[config.mk]
export PLATFORM = sky130hd
export DESIGN_NAME = encoder_period_wheel_speed
export DESIGN_NICKNAME = d
export VERILOG_FILES = /design/src/hw/rtl/epws_pkg.sv /design/src/hw/rtl/encoder_period_wheel_speed.sv /design/src/hw/rtl/epws_seq.sv
export SDC_FILE = /design/constraint.sdc
export NUM_CORES = 2
export LEC_CHECK = 0
export BUFFER_PORTS_ARGS = -buffer_cell sky130_fd_sc_hd__clkbuf_2
export CORE_MARGIN = 2
export CORE_UTILIZATION = 55
export DETAILED_ROUTE_END_ITERATION = 10
export GPL_TIMING_DRIVEN = 0
export HOLD_SLACK_MARGIN = 0.08
export PLACE_DENSITY_LB_ADDON = 0.1
export SYNTH_ARGS = -nofsm -noshare
export SYNTH_HDL_FRONTEND = slang
export SYNTH_SLANG_ARGS = --single-unit
[constraint.sdc]
create_clock -name aclk -period 19 [get_ports aclk]
set_clock_uncertainty 0.1 [all_clocks]
set_input_delay 0 -clock aclk [delete_from_list [all_inputs] [get_ports aclk]]
set_output_delay 0 -clock aclk [all_outputs]
set_load 0.005 [all_outputs]
[src/hw/rtl/epws_pkg.sv]
// ----------------------------------------------------------------------------
// epws_pkg
// Shared types, codes and the microcode program of the wheel speed block.
// ----------------------------------------------------------------------------
package epws_pkg;

    localparam int PC_BITS  = 4;
    localparam int DIV_BITS = 32;
    localparam int CNT_BITS = $clog2(DIV_BITS);

    localparam logic [CNT_BITS-1:0] LOOP_LAST = CNT_BITS'(DIV_BITS - 1);

    localparam int CFG_ADDR_BITS = 3;
    localparam int CFG_DATA_BITS = 32;
    localparam int SPEED_BITS    = 11;

    // register indexes
    localparam logic [CFG_ADDR_BITS-1:0] REG_COUNTER_PERIOD  = 3'd0;
    localparam logic [CFG_ADDR_BITS-1:0] REG_WHEEL_PERIMETER = 3'd1;
    localparam logic [CFG_ADDR_BITS-1:0] REG_TICK_RATE       = 3'd2;
    localparam logic [CFG_ADDR_BITS-1:0] REG_SPOKES_PER_TURN = 3'd3;
    localparam logic [CFG_ADDR_BITS-1:0] REG_REDUCTION_RATIO = 3'd4;

    // request kinds
    localparam logic [1:0] REQ_LEFT  = 2'd0;
    localparam logic [1:0] REQ_RIGHT = 2'd1;
    localparam logic [1:0] REQ_TICK  = 2'd2;

    localparam logic [DIV_BITS-1:0] SPEED_LIMIT     = 32'd1000;
    localparam logic [2:0]          WRAP_ZERO_AFTER = 3'd2;
    localparam logic [2:0]          WRAP_MAX        = 3'd5;

    typedef enum logic [3:0] {
        OP_NOP,
        OP_PERIOD,
        OP_NUM_MUL,
        OP_NUM_SCALE,
        OP_DEN_MUL,
        OP_DEN_SCALE,
        OP_DIV_INIT,
        OP_DIV_STEP,
        OP_COMMIT,
        OP_FINISH,
        OP_TICK
    } op_t;

    typedef enum logic [2:0] {
        C_NEXT,
        C_JUMP,
        C_DISPATCH,
        C_DEN_ZERO,
        C_LOOP
    } cond_t;

    typedef struct packed {
        op_t                op;
        cond_t              cond;
        logic               emit;
        logic [PC_BITS-1:0] target;
    } ctrl_word_t;

    typedef struct packed {
        logic start;
        logic capture;
        logic den_zero;
        logic stall;
    } seq_status_t;

    localparam logic [PC_BITS-1:0] PC_IDLE    = 4'd0;
    localparam logic [PC_BITS-1:0] PC_CAPTURE = 4'd1;
    localparam logic [PC_BITS-1:0] PC_DIV     = 4'd7;
    localparam logic [PC_BITS-1:0] PC_FINISH  = 4'd9;
    localparam logic [PC_BITS-1:0] PC_TICK    = 4'd10;

    function automatic ctrl_word_t ucode(input logic [PC_BITS-1:0] pc);
        ctrl_word_t w;
        w = '{op: OP_NOP, cond: C_JUMP, emit: 1'b0, target: PC_IDLE};
        case (pc)
            4'd0:  w = '{op: OP_NOP,       cond: C_DISPATCH, emit: 1'b0, target: PC_CAPTURE};
            4'd1:  w = '{op: OP_PERIOD,    cond: C_NEXT,     emit: 1'b0, target: PC_IDLE};
            4'd2:  w = '{op: OP_NUM_MUL,   cond: C_NEXT,     emit: 1'b0, target: PC_IDLE};
            4'd3:  w = '{op: OP_NUM_SCALE, cond: C_NEXT,     emit: 1'b0, target: PC_IDLE};
            4'd4:  w = '{op: OP_DEN_MUL,   cond: C_NEXT,     emit: 1'b0, target: PC_IDLE};
            4'd5:  w = '{op: OP_DEN_SCALE, cond: C_NEXT,     emit: 1'b0, target: PC_IDLE};
            4'd6:  w = '{op: OP_DIV_INIT,  cond: C_DEN_ZERO, emit: 1'b0, target: PC_FINISH};
            4'd7:  w = '{op: OP_DIV_STEP,  cond: C_LOOP,     emit: 1'b0, target: PC_DIV};
            4'd8:  w = '{op: OP_COMMIT,    cond: C_NEXT,     emit: 1'b0, target: PC_IDLE};
            4'd9:  w = '{op: OP_FINISH,    cond: C_JUMP,     emit: 1'b1, target: PC_IDLE};
            4'd10: w = '{op: OP_TICK,      cond: C_JUMP,     emit: 1'b1, target: PC_IDLE};
            default: w = '{op: OP_NOP,     cond: C_JUMP,     emit: 1'b0, target: PC_IDLE};
        endcase
        return w;
    endfunction

endpackage

[src/hw/rtl/encoder_period_wheel_speed.sv]
// ----------------------------------------------------------------------------
// encoder_period_wheel_speed
// Two-wheel speed from encoder capture periods, with a serial divider run by
// a microcoded sequencer.
//
//   channel  direction  contents
//   s_       in         tuser: req_type; tdata: capture_value, direction
//   m_       out        tdata: left_speed, right_speed
//   cfg_     in         register index and write data
//
// a capture runs six setup steps, 32 restoring divide steps, commit and finish
// from acceptance to result; a zero divisor skips the divide and the commit; a
// tick or unused request runs only the tick step
// one transaction at a time; s_tready is high only while the sequencer idles
// a result waits in the output register; the finish or tick step holds while
// it is full and m_tready is low
// aresetn is synchronous, loads the config defaults and clears m_tvalid, speeds, wrap counts and last captures
// ----------------------------------------------------------------------------
module encoder_period_wheel_speed #(
    parameter int CAPTURE_BITS = 16
) (
    input  logic                                aclk,
    input  logic                                aresetn,
    input  logic                                s_tvalid,
    output logic                                s_tready,
    // [CAPTURE_BITS-1:0] capture_value, [CAPTURE_BITS] direction
    input  logic [((CAPTURE_BITS+8)/8)*8-1:0]   s_tdata,
    // [1:0] req_type
    input  logic [1:0]                          s_tuser,
    output logic                                m_tvalid,
    input  logic                                m_tready,
    // [10:0] left_speed, [21:11] right_speed
    output logic [23:0]                         m_tdata,
    input  logic                                cfg_valid,
    output logic                                cfg_ready,
    input  logic [epws_pkg::CFG_ADDR_BITS-1:0]  cfg_addr,
    input  logic [epws_pkg::CFG_DATA_BITS-1:0]  cfg_data
);
    import epws_pkg::*;

    ctrl_word_t  ctrl;
    seq_status_t status;
    logic        idle;
    logic        accept;
    logic        stall;

    logic [16:0] cp_reg,  cp_next;
    logic [15:0] per_reg, per_next;
    logic [26:0] tr_reg,  tr_next;
    logic [7:0]  sp_reg,  sp_next;
    logic [7:0]  rr_reg,  rr_next;

    logic [1:0]              req_reg, req_next;
    logic [CAPTURE_BITS-1:0] cap_reg, cap_next;
    logic                    dir_reg, dir_next;

    logic [CAPTURE_BITS-1:0] left_last_reg,  left_last_next;
    logic [CAPTURE_BITS-1:0] right_last_reg, right_last_next;
    logic [2:0]              left_wraps_reg,  left_wraps_next;
    logic [2:0]              right_wraps_reg, right_wraps_next;
    logic signed [SPEED_BITS-1:0] left_speed_reg,  left_speed_next;
    logic signed [SPEED_BITS-1:0] right_speed_reg, right_speed_next;

    logic [DIV_BITS-1:0] a_reg, a_next;
    logic [DIV_BITS-1:0] b_reg, b_next;
    logic [DIV_BITS-1:0] d_reg, d_next;
    logic [DIV_BITS-1:0] q_reg, q_next;
    logic [DIV_BITS-1:0] r_reg, r_next;

    logic        m_tvalid_reg, m_tvalid_next;
    logic [23:0] m_tdata_reg,  m_tdata_next;

    logic                    is_right;
    logic [2:0]              wraps_sel;
    logic [CAPTURE_BITS-1:0] last_sel;
    logic [19:0]             period_prod;
    logic [42:0]             num_prod;
    logic [15:0]             sd_prod;
    logic [47:0]             den_prod;
    logic [DIV_BITS:0]       rem_shift;
    logic [DIV_BITS:0]       rem_diff;
    logic [2:0]              left_age, right_age;
    logic [SPEED_BITS-1:0]   quot_small;

    assign accept    = s_tvalid && s_tready;
    assign s_tready  = idle;
    assign cfg_ready = 1'b1;
    assign m_tvalid  = m_tvalid_reg;
    assign m_tdata   = m_tdata_reg;
    assign stall     = ctrl.emit && m_tvalid_reg && !m_tready;

    assign status.start    = accept;
    assign status.capture  = (s_tuser == REQ_LEFT) || (s_tuser == REQ_RIGHT);
    assign status.den_zero = (d_reg == '0);
    assign status.stall    = stall;

    epws_seq u_seq (
        .aclk    (aclk),
        .aresetn (aresetn),
        .status  (status),
        .ctrl    (ctrl),
        .idle    (idle)
    );

    assign is_right    = (req_reg == REQ_RIGHT);
    assign wraps_sel   = is_right ? right_wraps_reg : left_wraps_reg;
    assign last_sel    = is_right ? right_last_reg : left_last_reg;
    assign period_prod = 20'(wraps_sel) * 20'(cp_reg);
    assign num_prod    = 43'(per_reg) * 43'(tr_reg);
    assign sd_prod     = 16'(sp_reg) * 16'(rr_reg);
    assign den_prod    = 48'(d_reg[15:0]) * 48'(a_reg);
    assign rem_shift   = {r_reg, q_reg[DIV_BITS-1]};
    assign rem_diff    = rem_shift - {1'b0, d_reg};
    assign left_age    = left_wraps_reg + 1'b1;
    assign right_age   = right_wraps_reg + 1'b1;
    assign quot_small  = q_reg[SPEED_BITS-1:0];

    always_comb begin
        cp_next  = cp_reg;
        per_next = per_reg;
        tr_next  = tr_reg;
        sp_next  = sp_reg;
        rr_next  = rr_reg;
        req_next = req_reg;
        cap_next = cap_reg;
        dir_next = dir_reg;
        left_last_next   = left_last_reg;
        right_last_next  = right_last_reg;
        left_wraps_next  = left_wraps_reg;
        right_wraps_next = right_wraps_reg;
        left_speed_next  = left_speed_reg;
        right_speed_next = right_speed_reg;
        a_next = a_reg;
        b_next = b_reg;
        d_next = d_reg;
        q_next = q_reg;
        r_next = r_reg;
        m_tvalid_next = m_tvalid_reg && !m_tready;
        m_tdata_next  = m_tdata_reg;

        if (accept) begin
            req_next = s_tuser;
            cap_next = s_tdata[CAPTURE_BITS-1:0];
            dir_next = s_tdata[CAPTURE_BITS];
        end

        if (!stall) begin
            case (ctrl.op)
                OP_PERIOD:    a_next = 32'(period_prod) + 32'(cap_reg) - 32'(last_sel);
                OP_NUM_MUL:   b_next = num_prod[DIV_BITS-1:0];
                OP_NUM_SCALE: b_next = (b_reg << 3) + (b_reg << 1);
                OP_DEN_MUL:   d_next = 32'(sd_prod);
                OP_DEN_SCALE: d_next = den_prod[DIV_BITS-1:0];
                OP_DIV_INIT: begin
                    r_next = '0;
                    q_next = b_reg;
                end
                OP_DIV_STEP: begin
                    if (!rem_diff[DIV_BITS]) begin
                        r_next = rem_diff[DIV_BITS-1:0];
                    end else begin
                        r_next = rem_shift[DIV_BITS-1:0];
                    end
                    q_next = {q_reg[DIV_BITS-2:0], !rem_diff[DIV_BITS]};
                end
                OP_COMMIT: begin
                    if (q_reg <= SPEED_LIMIT) begin
                        if (is_right) begin
                            right_speed_next = dir_reg ? quot_small : -quot_small;
                        end else begin
                            left_speed_next = dir_reg ? quot_small : -quot_small;
                        end
                    end
                end
                OP_FINISH: begin
                    if (is_right) begin
                        right_last_next  = cap_reg;
                        right_wraps_next = '0;
                    end else begin
                        left_last_next  = cap_reg;
                        left_wraps_next = '0;
                    end
                end
                OP_TICK: begin
                    if (req_reg == REQ_TICK) begin
                        left_wraps_next  = (left_age > WRAP_MAX) ? WRAP_MAX : left_age;
                        right_wraps_next = (right_age > WRAP_MAX) ? WRAP_MAX : right_age;
                        if (left_age > WRAP_ZERO_AFTER) begin
                            left_speed_next = '0;
                        end
                        if (right_age > WRAP_ZERO_AFTER) begin
                            right_speed_next = '0;
                        end
                    end
                end
                default: begin
                end
            endcase
            if (ctrl.emit) begin
                m_tvalid_next = 1'b1;
                m_tdata_next  = {2'b00, right_speed_next, left_speed_next};
            end
        end

        if (cfg_valid && cfg_ready) begin
            case (cfg_addr)
                REG_COUNTER_PERIOD:  cp_next  = cfg_data[16:0];
                REG_WHEEL_PERIMETER: per_next = cfg_data[15:0];
                REG_TICK_RATE:       tr_next  = cfg_data[26:0];
                REG_SPOKES_PER_TURN: sp_next  = cfg_data[7:0];
                REG_REDUCTION_RATIO: rr_next  = cfg_data[7:0];
                default: begin
                end
            endcase
        end
    end

    always_ff @(posedge aclk) begin
        if (!aresetn) begin
            cp_reg  <= 17'd65536;
            per_reg <= 16'd200;
            tr_reg  <= 27'd720000;
            sp_reg  <= 8'd20;
            rr_reg  <= 8'd30;
            left_last_reg   <= '0;
            right_last_reg  <= '0;
            left_wraps_reg  <= '0;
            right_wraps_reg <= '0;
            left_speed_reg  <= '0;
            right_speed_reg <= '0;
            m_tvalid_reg    <= 1'b0;
        end else begin
            cp_reg  <= cp_next;
            per_reg <= per_next;
            tr_reg  <= tr_next;
            sp_reg  <= sp_next;
            rr_reg  <= rr_next;
            left_last_reg   <= left_last_next;
            right_last_reg  <= right_last_next;
            left_wraps_reg  <= left_wraps_next;
            right_wraps_reg <= right_wraps_next;
            left_speed_reg  <= left_speed_next;
            right_speed_reg <= right_speed_next;
            m_tvalid_reg    <= m_tvalid_next;
        end
    end

    always_ff @(posedge aclk) begin
        req_reg <= req_next;
        cap_reg <= cap_next;
        dir_reg <= dir_next;
        a_reg   <= a_next;
        b_reg   <= b_next;
        d_reg   <= d_next;
        q_reg   <= q_next;
        r_reg   <= r_next;
        m_tdata_reg <= m_tdata_next;
    end

endmodule

[src/hw/rtl/epws_seq.sv]
// ----------------------------------------------------------------------------
// epws_seq
// Step counter, loop counter and microcode table; issues one control word
// per cycle to the datapath.
// ----------------------------------------------------------------------------
module epws_seq (
    input  logic                 aclk,
    input  logic                 aresetn,
    input  epws_pkg::seq_status_t status,
    output epws_pkg::ctrl_word_t  ctrl,
    output logic                 idle
);
    import epws_pkg::*;

    logic [PC_BITS-1:0]  pc_reg, pc_next;
    logic [CNT_BITS-1:0] cnt_reg, cnt_next;

    assign ctrl = ucode(pc_reg);
    assign idle = (pc_reg == PC_IDLE);

    always_comb begin
        pc_next  = pc_reg + 1'b1;
        cnt_next = '0;
        case (ctrl.cond)
            C_NEXT:     pc_next = pc_reg + 1'b1;
            C_JUMP:     pc_next = ctrl.target;
            C_DISPATCH: begin
                if (!status.start) begin
                    pc_next = pc_reg;
                end else if (status.capture) begin
                    pc_next = ctrl.target;
                end else begin
                    pc_next = PC_TICK;
                end
            end
            C_DEN_ZERO: pc_next = status.den_zero ? ctrl.target : pc_reg + 1'b1;
            C_LOOP: begin
                if (cnt_reg != LOOP_LAST) begin
                    pc_next  = ctrl.target;
                    cnt_next = cnt_reg + 1'b1;
                end
            end
            default:    pc_next = PC_IDLE;
        endcase
        if (ctrl.emit && status.stall) begin
            pc_next  = pc_reg;
            cnt_next = cnt_reg;
        end
    end

    always_ff @(posedge aclk) begin
        if (!aresetn) begin
            pc_reg  <= PC_IDLE;
            cnt_reg <= '0;
        end else begin
            pc_reg  <= pc_next;
            cnt_reg <= cnt_next;
        end
    end

endmodule

==> flow_metrics.py <==
metrics = {
    "clock_tree": {
        "clk_pin_slew_worst_paths_ns": 0.07,
        "ctsResizeCount": 0,
        "clockBufferDepth": 3,
        "cts_inserted_buffers": 43,
        "worstSkewPairLatency_ns": 0.60,
        "cts_htree_levels": 2,
        "cts-root-buf": "clkbuf_16",
        "clock_sinks": 347,
        "cts_tree": "yes",
    },
    "worst_setup_path": {
        "r2r-start": "d_reg[1]",
        "crit_slowest_cell": "o21ai_0",
        "crit_end": "d_reg[31]",
        "critPathMaxStageDelay_ns": 0.93,
        "crit_path_start_kind": "register",
        "critical_path_required_ns": 19.21,
        "cp.depth": 22,
        "crit_arrival_ns": 8.10,
        "worst-setup-path-type": "reg -> reg",
        "cp_max_fo": 10,
        "crit_family": "adder cells",
        "regToRegSetupSlack_ns": 11.11,
        "r2r-end": "d_reg[31]",
        "worst-path-buf-inv": 6,
        "ff2ff_path_depth": 22,
        "crit_start": "d_reg[1]",
        "endpoint_kind": "register",
        "crit_path_cell_trace": "clkbuf_1 -> nand2_1 -> fa_1 -> inv_1 -> fa_1 -> inv_1 -> fa_1 -> inv_1 -> fa_1 -> fa_1 -> inv_1 -> fa_1 -> inv_1 -> ha_1 -> and4_1 -> nand3_1 -> o21ai_0 -> a31oi_1 -> a21oi_1 -> a211o_1 -> xnor2_1 -> nor2_1",
        "crit_top_cell": "fa_1",
    },
    "final_layout": {
        "layout-drive-gt1-share": 0.0393,
        "area_growth_pct": 9.21,
        "antenna_cells": 0,
        "multi_input_area_mm2": 0.0307,
        "fin_util": 0.609,
        "fillers": 6896,
        "seq_area_mm2": 0.00886,
        "final_nets": 6049,
    },
    "placed_design": {
        "hpwl_um": 93100,
        "gp_congestion": 0.929,
        "numPortBuffers": 77,
    },
    "run_status": {
        "outcome": "complete, no violations",
    },
    "min_path": {
        "min_path_cells": 4,
        "hold_start": "cfg_data[19]",
        "min_path_type": "in -> reg",
    },
    "logic_synthesis": {
        "synth_top_family_by_area": "adder cells",
        "synth_common_cells": "nand2_1 (973), inv_1 (804), fa_1 (673)",
        "synth-seq-cells": 347,
        "syn_area_mm2": 0.0433,
        "synth_most_common_cell": "nand2_1",
        "synth_async_sr_flop_share": 0,
        "synth.area.mux_share": 0.00791,
        "synth-edff-count": 191,
        "synth_top_area_share": 0.311,
        "synth_compound_area_frac": 0.0856,
        "synth_flop_cell": "edfxtp_1",
        "synth_largest_area_cell": "fa_1",
        "ys_seq_area_frac": 0.204,
        "synth-xor-area-share": 0.0358,
        "synthCells": 4831,
        "synth_area_leaders": "fa_1 (31%), edfxtp_1 (13%), nand2_1 (8.4%)",
        "synth_cell_types": 73,
        "syn_avg_cell_area_um2": 8.97,
        "synthSimpleGateAreaFrac": 0.186,
        "ys.warnings.count": 0,
        "yosys.area_share.adder": 0.392,
    },
    "floorplanning": {
        "num_io_pins": 93,
        "dieArea_mm2": 0.0811,
        "rows": 102,
        "die_w_um": 285,
        "initial_utilization": 0.558,
        "chipHeight_um": 285,
        "core_mm2": 0.0777,
    },
    "route": {
        "drc": 0,
        "vias": 33150,
        "vias_per_cell": 5.43,
        "antenna_left": 0,
        "drt_wl_total_um": 115000,
        "wl_per_cell_um": 18.9,
        "first_iter_violations": 2033,
        "dr.pass1.iters": 5,
    },
    "timing": {
        "fmax_mhz": 127,
        "hold_ws_ns": 0.104,
        "relSlewSlack": 0.0945,
        "fin_setup_tns_ns": 0,
        "fin_crit_sh": 0.415,
        "slew_viol_final": 0,
        "finalSetupViolCount": 0,
        "worst_pin_slew_ns": 1.36,
        "min_period_ns": 7.89,
        "hold_viol_final": 0,
        "rsz0062_at_grt": "false",
    },
    "grt": {
        "grt_pass1_wl_um": 189000,
        "grt_usage": 0.296,
        "grt_pass1_vias": 34853,
        "grt_max_degree": 34,
        "antenna_found_initial": 1,
        "grt-ovfl-total": 0,
    },
    "power": {
        "power.switching_w": 0.00373,
        "seqPwrFrac": 0.134,
        "p_clk_frac": 0.116,
        "cellPowerDensity_mw_per_mm2": 160,
        "switching_share": 0.492,
        "cellInternalPower_w": 0.00385,
        "p_leak_nw": 21.5,
        "peakVddDrop_mv": 0.291,
        "pwr-share-comb": 0.750,
    },
    "run": {
        "maxCapViolCount": 0,
    },
}
-- worst min-delay path by stage --
| stage | endpoint |
|---|---|
| floorplan | cap_reg[0] |
| global placement | dir_reg |
| detailed placement | dir_reg |
| CTS | tr_reg[19] |
| global route | tr_reg[19] |
| finish | tr_reg[19] |
-- per-stage QoR --
step                      worst slack (ns)  instance area (µm²)  power (W)  cells
after floorplan                      12.57                43300    0.00529   4832
after global placement               11.13                45000    0.00663   5949
after detailed placement             11.10                45200    0.00672   5959
after CTS                            11.10                47300    0.00766   6105
after global routing                 10.81                47300    0.00843   6105
final                                11.11                47300    0.00758   6105
-- power by group through the flow --
stage               clock network [W]  registers, W  logic, W
floorplan                           0      0.000988   0.00430
global placement                    0       0.00103   0.00560
detailed placement                  0       0.00103   0.00569
CTS                          0.000892       0.00102   0.00575
global route                 0.000919       0.00102   0.00648
finish                       0.000877       0.00102   0.00568
-- layer usage --
metal  part of all wire  global-route usage  vias up
li1                   -                   -    15451
met1               0.41               0.373    16478
met2               0.50               0.518      951
met3              0.049              0.0288      270
met4              0.047               0.127        0
met5                  0                   0        -
-- layout by cell type (no fill, tap or decap), types with 9 or more instances in the layout --
cell type | netlist | layout
ha_1 | 280 | 280
a21o_1 | 63 | 63
a22o_1 | 14 | 14
a21oi_1 | 136 | 136
a211oi_1 | 9 | 9
nand2_1 | 973 | 973
dlygate4sd3_1 | 0 | 66
nor2_1 | 158 | 158
o21ai_0 | 106 | 106
o21bai_1 | 11 | 11
nor3_1 | 31 | 30
dfxtp_1 | 156 | 156
clkbuf_16 | 0 | 46
inv_1 | 804 | 804
o21a_1 | 18 | 18
mux2i_1 | 32 | 32
nand4_1 | 9 | 9
a22oi_1 | 25 | 25
fa_1 | 673 | 673
and3_1 | 15 | 14
or3_1 | 27 | 27
a21boi_0 | 102 | 102
nand3_1 | 53 | 53
clkbuf_2 | 0 | 77
nor4_1 | 17 | 16
xor2_1 | 62 | 62
clkbuf_1 | 195 | 203
and2_1 | 332 | 332
a31oi_1 | 13 | 13
xnor2_1 | 115 | 115
nand2b_1 | 23 | 23
nor2b_1 | 74 | 73
o31ai_1 | 10 | 10
edfxtp_1 | 191 | 191
-- area by class of cell --
type,instances,area share
plain buffers,208,0.0177
clock buffers,59,0.0264
clock inverters,21,0.00531
inverters,804,0.0638
multi-input cells,3473,0.648
flip-flops and latches,347,0.187
well taps,1040,0.0275
repair buffers,153,0.0245
-- logic make-up after synthesis --
| family | count (synthesis) |
|---|---|
| multiplexers | 34 |
| AO/OA/AOI/OAI | 562 |
| adder cells (fa/ha/maj) | 953 |
| other | 2 |
| flip-flops | 347 |
| XOR/XNOR | 177 |
| buffers and inverters | 1012 |
| AND/OR/NAND/NOR | 1744 |
-- worst reg2reg max path, delay by kind of cell (launching register included) --
kind / cells / cell delay [ns]
adders and majority gates: 7 / 3.38
DFF: 1 / 0.62
and+or+nand+nor: 4 / 0.63
buffers and inverters: 6 / 0.92
AOI/OAI and AO/OA: 4 / 1.87
xor gates and xnor gates: 1 / 0.11
-- repair_timing --
item,CTS,global route
hold buffers,66,0
setup buffers,0,0
hold endpoints to repair,114,0
setup endpoints to repair,0,0
No activity file was read; power rests on OpenSTA's default activity.
